--- config.mk ---
export PLATFORM = sky130hd
export DESIGN_NAME = ordered_list_engine
export DESIGN_NICKNAME = d
export VERILOG_FILES = /design/src/ole_pkg.sv /design/src/ordered_list_engine.sv /design/src/ole_cell.sv /design/src/ole_chain.sv
export SDC_FILE = /design/constraint.sdc
export NUM_CORES = 2
export LEC_CHECK = 0
export BUFFER_PORTS_ARGS = -buffer_cell sky130_fd_sc_hd__buf_2
export CORE_UTILIZATION = 40
export CTS_CLUSTER_SIZE = 30
export DETAILED_ROUTE_END_ITERATION = 7
export PLACE_DENSITY = 0.62
export RECOVER_POWER = 100
export SYNTH_ARGS = -nofsm -noshare
export SYNTH_HDL_FRONTEND = slang
export SYNTH_SLANG_ARGS = --single-unit
--- constraint.sdc ---
create_clock -name clk_i -period 14.34 [get_ports clk_i]
set_clock_uncertainty 0.2 [all_clocks]
set_input_delay 0 -clock clk_i [delete_from_list [all_inputs] [get_ports clk_i]]
set_output_delay 0 -clock clk_i [all_outputs]
set_load 0.02 [all_outputs]
--- src/ole_pkg.sv ---
// ----------------------------------------------------------------------------
// ole_pkg
// Shared types and constants of the ordered list engine: list depth, item
// structs, command and status codes, cell operations and control state.
// ----------------------------------------------------------------------------
package ole_pkg;

  localparam int DEPTH   = 16;
  localparam int IDX_W   = (DEPTH > 1) ? $clog2(DEPTH) : 1;
  localparam int CNT_W   = $clog2(DEPTH + 1);
  localparam int VALUE_W = 32;
  localparam int ECNT_W  = 5;

  typedef enum logic [1:0] {
    CMD_INSERT = 2'd0,
    CMD_APPEND = 2'd1,
    CMD_DELETE = 2'd2,
    CMD_DUMP   = 2'd3
  } cmd_e;

  typedef enum logic [1:0] {
    STATUS_OK       = 2'd0,
    STATUS_EMPTY    = 2'd1,
    STATUS_NOTFOUND = 2'd2,
    STATUS_FULL     = 2'd3
  } status_e;

  typedef struct packed {
    cmd_e                       command;
    logic signed [VALUE_W-1:0]  value;
  } in_item_t;

  typedef struct packed {
    status_e                    status;
    logic signed [VALUE_W-1:0]  item_value;
    logic                       last;
    logic [ECNT_W-1:0]          entry_count;
  } out_item_t;

  typedef enum logic [2:0] {
    OP_HOLD,
    OP_PUSH_FRONT,
    OP_APPEND,
    OP_MATCH,
    OP_DELETE,
    OP_ROTATE
  } cell_op_e;

  // Broadcast from the controller to every cell
  typedef struct packed {
    cell_op_e                   op;
    logic [CNT_W-1:0]           count;
    logic signed [VALUE_W-1:0]  value;
  } cell_ctrl_t;

  typedef enum logic [1:0] {
    ST_IDLE,
    ST_DELETE,
    ST_DUMP
  } state_e;

  // Entry count as reported on the result item
  function automatic logic [ECNT_W-1:0] to_entry_count(input logic [CNT_W-1:0] cnt);
    return ECNT_W'(cnt);
  endfunction

endpackage

--- src/ordered_list_engine.sv ---
// ----------------------------------------------------------------------------
// ordered_list_engine
// Ordered list of signed 32-bit values held in a row of shifting cells.
// ----------------------------------------------------------------------------
// Usage:
//   Commands enter on in_item_i under in_valid_i / in_stall_o; results leave
//   on out_item_o under out_valid_o / out_stall_i from one output register.
//   A command is taken only while the engine is idle and the output register
//   is empty or being emptied in that cycle.
//   Insert and append: one result, loaded at the edge that accepts the
//   command and offered from the next cycle; the next command can be taken
//   in the following cycle if the receiver does not stall that result.
//   Delete: the accepting cycle registers a key compare in every cell; then,
//   once the output register is free, the tail shifts one place forward
//   and the result is loaded.
//   Dump: the row rotates by one cell per delivered result, so a dump of N
//   entries leaves the list in its original order; the last result carries
//   last = 1.
//   Delete or dump on an empty list, and insert or append on a full list,
//   give a single status result at once. Reset empties the list (entry
//   count zero) and drops any pending result. While the receiver stalls,
//   the result register holds and the engine waits, taking no new command.
// ----------------------------------------------------------------------------
module ordered_list_engine import ole_pkg::*; (
  input  logic      clk_i,
  input  logic      rst_ni,
  input  logic      in_valid_i,
  output logic      in_stall_o,
  input  in_item_t  in_item_i,
  output logic      out_valid_o,
  input  logic      out_stall_i,
  output out_item_t out_item_o
);

  state_e                    state_q, state_d;
  logic [CNT_W-1:0]          count_q, count_d;
  logic [IDX_W-1:0]          dump_idx_q, dump_idx_d;
  logic signed [VALUE_W-1:0] key_q, key_d;
  logic                      out_valid_q;
  out_item_t                 out_q;

  logic                      out_free;
  logic                      in_acc;
  logic                      emit;
  out_item_t                 res;
  cell_ctrl_t                ctrl;
  logic signed [VALUE_W-1:0] head;
  logic                      found;
  logic                      is_full;
  logic                      is_empty;
  logic                      dump_last;

  assign out_free   = !out_valid_q || !out_stall_i;
  assign in_stall_o = !((state_q == ST_IDLE) && out_free);
  assign in_acc     = in_valid_i && !in_stall_o;
  assign is_full    = (count_q == CNT_W'(DEPTH));
  assign is_empty   = (count_q == '0);
  assign dump_last  = (CNT_W'(dump_idx_q) + CNT_W'(1) == count_q);

  ole_chain u_chain (
    .clk_i   (clk_i),
    .ctrl_i  (ctrl),
    .head_o  (head),
    .found_o (found)
  );

  // Next state
  always_comb begin
    state_d = state_q;
    case (state_q)
      ST_IDLE: begin
        if (in_acc && !is_empty) begin
          if (in_item_i.command == CMD_DELETE) state_d = ST_DELETE;
          if (in_item_i.command == CMD_DUMP)   state_d = ST_DUMP;
        end
      end
      ST_DELETE: begin
        if (out_free) state_d = ST_IDLE;
      end
      ST_DUMP: begin
        if (out_free && dump_last) state_d = ST_IDLE;
      end
      default: state_d = ST_IDLE;
    endcase
  end

  // Cell operation, bookkeeping and result
  always_comb begin
    ctrl.op          = OP_HOLD;
    ctrl.count       = count_q;
    ctrl.value       = in_item_i.value;
    count_d          = count_q;
    dump_idx_d       = dump_idx_q;
    key_d            = key_q;
    emit             = 1'b0;
    res.status       = STATUS_OK;
    res.item_value   = in_item_i.value;
    res.last         = 1'b1;
    res.entry_count  = to_entry_count(count_q);
    case (state_q)
      ST_IDLE: begin
        dump_idx_d = '0;
        if (in_acc) begin
          case (in_item_i.command)
            CMD_INSERT, CMD_APPEND: begin
              emit = 1'b1;
              if (is_full) begin
                res.status = STATUS_FULL;
              end else begin
                ctrl.op         = (in_item_i.command == CMD_INSERT) ? OP_PUSH_FRONT
                                                                    : OP_APPEND;
                count_d         = count_q + CNT_W'(1);
                res.entry_count = to_entry_count(count_d);
              end
            end
            CMD_DELETE: begin
              key_d = in_item_i.value;
              if (is_empty) begin
                emit       = 1'b1;
                res.status = STATUS_EMPTY;
              end else begin
                ctrl.op = OP_MATCH;
              end
            end
            CMD_DUMP: begin
              if (is_empty) begin
                emit           = 1'b1;
                res.status     = STATUS_EMPTY;
                res.item_value = '0;
              end
            end
            default: emit = 1'b0;
          endcase
        end
      end
      ST_DELETE: begin
        res.item_value = key_q;
        if (out_free) begin
          emit = 1'b1;
          if (found) begin
            ctrl.op         = OP_DELETE;
            count_d         = count_q - CNT_W'(1);
            res.entry_count = to_entry_count(count_d);
          end else begin
            res.status = STATUS_NOTFOUND;
          end
        end
      end
      ST_DUMP: begin
        res.item_value = head;
        res.last       = dump_last;
        if (out_free) begin
          emit       = 1'b1;
          ctrl.op    = OP_ROTATE;
          dump_idx_d = dump_idx_q + IDX_W'(1);
        end
      end
      default: emit = 1'b0;
    endcase
  end

  // Control registers
  always_ff @(posedge clk_i or negedge rst_ni) begin
    if (!rst_ni) begin
      state_q     <= ST_IDLE;
      count_q     <= '0;
      dump_idx_q  <= '0;
      out_valid_q <= 1'b0;
    end else begin
      state_q    <= state_d;
      count_q    <= count_d;
      dump_idx_q <= dump_idx_d;
      if (out_free) out_valid_q <= emit;
    end
  end

  // Result and key payload
  always_ff @(posedge clk_i) begin
    key_q <= key_d;
    if (out_free && emit) out_q <= res;
  end

  assign out_valid_o = out_valid_q;
  assign out_item_o  = out_q;

  // The entry count never passes the list depth
  assert property (@(posedge clk_i) disable iff (!rst_ni)
    count_q <= CNT_W'(DEPTH))
    else $error("entry count above list depth");

  // A successful insert or append grows the list by exactly one entry
  assert property (@(posedge clk_i) disable iff (!rst_ni)
    (in_acc && !is_full && (in_item_i.command == CMD_INSERT ||
                            in_item_i.command == CMD_APPEND))
    |=> (count_q == $past(count_q) + CNT_W'(1)))
    else $error("insert did not grow the list");

  // The final dump item returns the engine to idle
  assert property (@(posedge clk_i) disable iff (!rst_ni)
    (state_q == ST_DUMP && out_free && dump_last) |=> (state_q == ST_IDLE))
    else $error("dump did not end after its last item");

  // A full status is only reported while the list is full
  assert property (@(posedge clk_i) disable iff (!rst_ni)
    (out_valid_o && out_item_o.status == STATUS_FULL) |-> is_full)
    else $error("full status on a list with room");

endmodule

--- src/ole_cell.sv ---
// ----------------------------------------------------------------------------
// ole_cell
// One list slot: holds an entry, compares it against a key and shifts
// toward either neighbor as the broadcast operation asks.
// ----------------------------------------------------------------------------
module ole_cell import ole_pkg::*; (
  input  logic                       clk_i,
  input  cell_ctrl_t                 ctrl_i,
  input  logic [IDX_W-1:0]           idx_i,
  input  logic signed [VALUE_W-1:0]  left_i,
  input  logic signed [VALUE_W-1:0]  right_i,
  input  logic signed [VALUE_W-1:0]  head_i,
  input  logic                       found_i,
  output logic                       found_o,
  output logic signed [VALUE_W-1:0]  data_o
);

  logic signed [VALUE_W-1:0] data_q, data_d;
  logic                      match_q, match_d;
  logic [CNT_W-1:0]          idx_ext;

  assign idx_ext = CNT_W'(idx_i);

  // Shift from here onward once the first match has been seen
  assign found_o = found_i | match_q;

  // Select the next entry value
  always_comb begin
    data_d  = data_q;
    match_d = match_q;
    case (ctrl_i.op)
      OP_PUSH_FRONT: data_d = (idx_i == '0) ? ctrl_i.value : left_i;
      OP_APPEND: begin
        if (idx_ext == ctrl_i.count) data_d = ctrl_i.value;
      end
      OP_MATCH:  match_d = (data_q == ctrl_i.value) && (idx_ext < ctrl_i.count);
      OP_DELETE: begin
        if (found_o) data_d = right_i;
      end
      OP_ROTATE: data_d = (idx_ext + CNT_W'(1) == ctrl_i.count) ? head_i : right_i;
      default:   data_d = data_q;
    endcase
  end

  always_ff @(posedge clk_i) begin
    data_q  <= data_d;
    match_q <= match_d;
  end

  assign data_o = data_q;

endmodule

--- src/ole_chain.sv ---
// ----------------------------------------------------------------------------
// ole_chain
// Row of list cells, front at index 0, with neighbor links and the
// first-match chain that runs from the front to the back.
// ----------------------------------------------------------------------------
module ole_chain import ole_pkg::*; (
  input  logic                       clk_i,
  input  cell_ctrl_t                 ctrl_i,
  output logic signed [VALUE_W-1:0]  head_o,
  output logic                       found_o
);

  logic signed [VALUE_W-1:0] data   [DEPTH];
  logic                      found  [DEPTH+1];

  assign found[0] = 1'b0;

  for (genvar i = 0; i < DEPTH; i++) begin : g_cell
    logic signed [VALUE_W-1:0] left_val, right_val;

    // Tie off the neighbors past either end
    if (i == 0) begin : g_front
      assign left_val = '0;
    end else begin : g_inner_l
      assign left_val = data[i-1];
    end
    if (i == DEPTH - 1) begin : g_back
      assign right_val = '0;
    end else begin : g_inner_r
      assign right_val = data[i+1];
    end

    ole_cell u_cell (
      .clk_i   (clk_i),
      .ctrl_i  (ctrl_i),
      .idx_i   (IDX_W'(i)),
      .left_i  (left_val),
      .right_i (right_val),
      .head_i  (data[0]),
      .found_i (found[i]),
      .found_o (found[i+1]),
      .data_o  (data[i])
    );
  end

  assign head_o  = data[0];
  assign found_o = found[DEPTH];

endmodule

==> qor.yml <==
timing:
  worstMarginPinSlew_ps: 3810
  relSlewSlack: -1.55
  rsz0062_at_grt: "no"
  setup_viol: 0
  post-route-min-period_ps: 9770
  slew_viol_final: 2164
  layout_worst_path_cycle_share: 0.681
  final-hold-violation-count: 0
  max_freq_mhz: 102
  finalSetupTns_ps: 0
yosys:
  synth_edf_count: 600
  yosys.area.top_type: "edfxtp_1"
  yosysSeqAreaShare: 0.495
  synth-seq-cells: 612
  synthDominantCellAreaShare: 0.487
  ys_warn_count: 0
  synth_common_cells: "600 x edfxtp_1, 480 x a22oi_1, 428 x a2bb2oi_1, 318 x xor2_1, 209 x xnor2_1"
  syn_area_um2: 37000
  synth_most_common_cell: "edfxtp_1"
  ys_types: 77
  synth_area_leaders: "edfxtp_1 49%, a2bb2oi_1 10%, a22oi_1 9.7%, xor2_1 7.5%, xnor2_1 4.9%"
  synth_fp_nets: 3168
  syn_area_per_cell_um2: 11.9
  synthFlopType: "edfxtp_1"
  synthesis.instances: 3120
  async_flop_share: 0.0196
placed_design:
  place_inst: 4180
  gp_congestion: 1.01
  port_buffers: 79
  place_hpwl_um: 112000
clocking:
  cts_root_buf: "clkbuf_16"
  clk_pin_slew_ps: 60
  clkSinkCount: 612
  cts_tree: "yes"
  cts_inserted_buffers: 72
  cts.htree.levels: 3
  cts_buffer_depth: 3
  clock_latency_ps: 640
drt:
  first_iter_violations: 6043
  firstDrtPassIters: 7
  vias: 31600
  drc: 0
  drt-total-wl_um: 163000
  via_per_inst: 7.27
  routedWlPerCell_um: 37.5
  ant_nets: 0
floorplan:
  coreArea_um2: 91700
  initial_utilization: 0.404
  die_w_um: 306
  dieArea_um2: 93700
  ios: 80
  num_rows: 111
  die_h_um: 306
status:
  outcome: "complete, but fails checks"
  failed_checks: "capacitance limit, slew limit"
layout:
  syn2layout_area_growth_pct: 10.9
  fill_cells: 8626
  final_nets: 3157
  final_cells: 4350
  layout-drive-gt1-share: 0.0879
global_route:
  grt_max_degree: 193
  grt_pass1_wl_um: 227000
  antenna_found_initial: 12
  grt_pass1_vias: 29000
  track_usage: 0.336
  gr-total-overflow: 0
power:
  fin_total_pwr_mw: 12.8
  leakage_nw: 12.7
  ir_drop_mv: 0.253
  power_density_nw_per_um2: 313
worst_setup_path:
  critPathRequiredTime_ps: 14550
  cp-start-kind: "flop"
  end_kind: "flop"
  critPathArrivalTime_ps: 9980
  path_max_fanout: 44
  critical_path_class: "reg -> reg"
run:
  max_cap_viol_count: 80
hold_path:
  hp-class: "in -> reg"
## repair_timing
action,in CTS,in global routing
gates resized for setup,0,0
endpoints found under the hold margin,152,0
endpoints found under the setup margin,0,0
hold buffers,41,0
setup buffers,0,0
## area by class of cell
cell class	count	area, um2	area share
clock buffers	90	1950	0.0476
inverters	10	37.5	0.000915
flip-flops and latches	612	18300	0.446
diodes	1	2.50	0.0000610
clock inverters	38	379	0.00924
repair buffers	259	1550	0.0378
multi-input cells	2154	17300	0.422
well taps	1186	1480	0.0362
## power by group
part | internal, mW | switching [mW]
clock network | 1.09 | 0.808
registers | 3.68 | 1.25
logic | 2.17 | 3.85
## sequential cells by signal (all words and copies together) (netlist names)
name and count:
u_chain.g_cell.u_cell.data_o 512, out_item_o 40, key_q 32, u_chain.g_cell.u_cell.match_q 16
count_q 5, dump_idx_q 4, state_q 2, out_valid_o 1
## kinds of logic after synthesis
family	synth area share
mux	0.00974
buf+inv	0.0448
fa+ha+maj	0.00338
xor+xnor	0.125
simple gates	0.0672
flops	0.495
compound gates	0.255
## cells in the final DEF (no fill, tap or decap), types with 34 or more instances in the layout
cell           count
clkbuf_1         129
xnor2_1          209
nand4_1           64
nor2b_1           39
a2bb2oi_1        431
xor2_1           318
buf_4             71
or4_1             34
dlygate4sd3_1     41
o21ai_0           53
edfxtp_1         600
a221o_1           34
a22oi_1          480
nor4_1            91
clkbuf_16         76
nand2_1           72
nor2_1            53
## critical path: stages, from the launching register on
cell,delay (ps)
dfrtp_1,430
inv_1,90
ha_1,190
clkbuf_1,800
a21boi_0,460
nor3_1,310
a2111o_2,260
clkbuf_1,2180
clkbuf_1,1930
o21ai_0,2070
a2bb2oi_1,600
## per-stage QoR
| step | setup slack [ps] | hold WS (ps) | instance area [um2] | utilization |
|---|---|---|---|---|
| detailed placement | 8450 | -287 | 38800 | 0.423 |
| global placement | 8620 | -288 | 38800 | 0.423 |
| global route | 4310 | 295 | 41000 | 0.448 |
| CTS | 8430 | 224 | 41500 | 0.453 |
| floorplan | 8560 | -496 | 37000 | - |
| finish | 4570 | 231 | 41000 | 0.448 |
## path summary, 6_finish.rpt
check	to	cells past startpoint	slack, ps	startpoint
min reg2reg	dump_idx_q[1]	1	370	dump_idx_q[1]
max	u_chain.g_cell[10].u_cell.data_o[8]	10	4570	state_q[0]
min in group asynchronous	count_q[4]	3	270	rst_ni
max in group asynchronous	dump_idx_q[3]	3	13250	rst_ni
max reg2reg	u_chain.g_cell[10].u_cell.data_o[8]	10	4570	state_q[0]
min	out_valid_o	4	230	out_stall_i
## layer usage
layer | wire length [um] | global-route usage
met5 | 105 | 0
met4 | 6850 | 0.0990
met3 | 24200 | 0.115
met2 | 70300 | 0.508
met1 | 61600 | 0.455
Power figures use the tool's default switching activity.
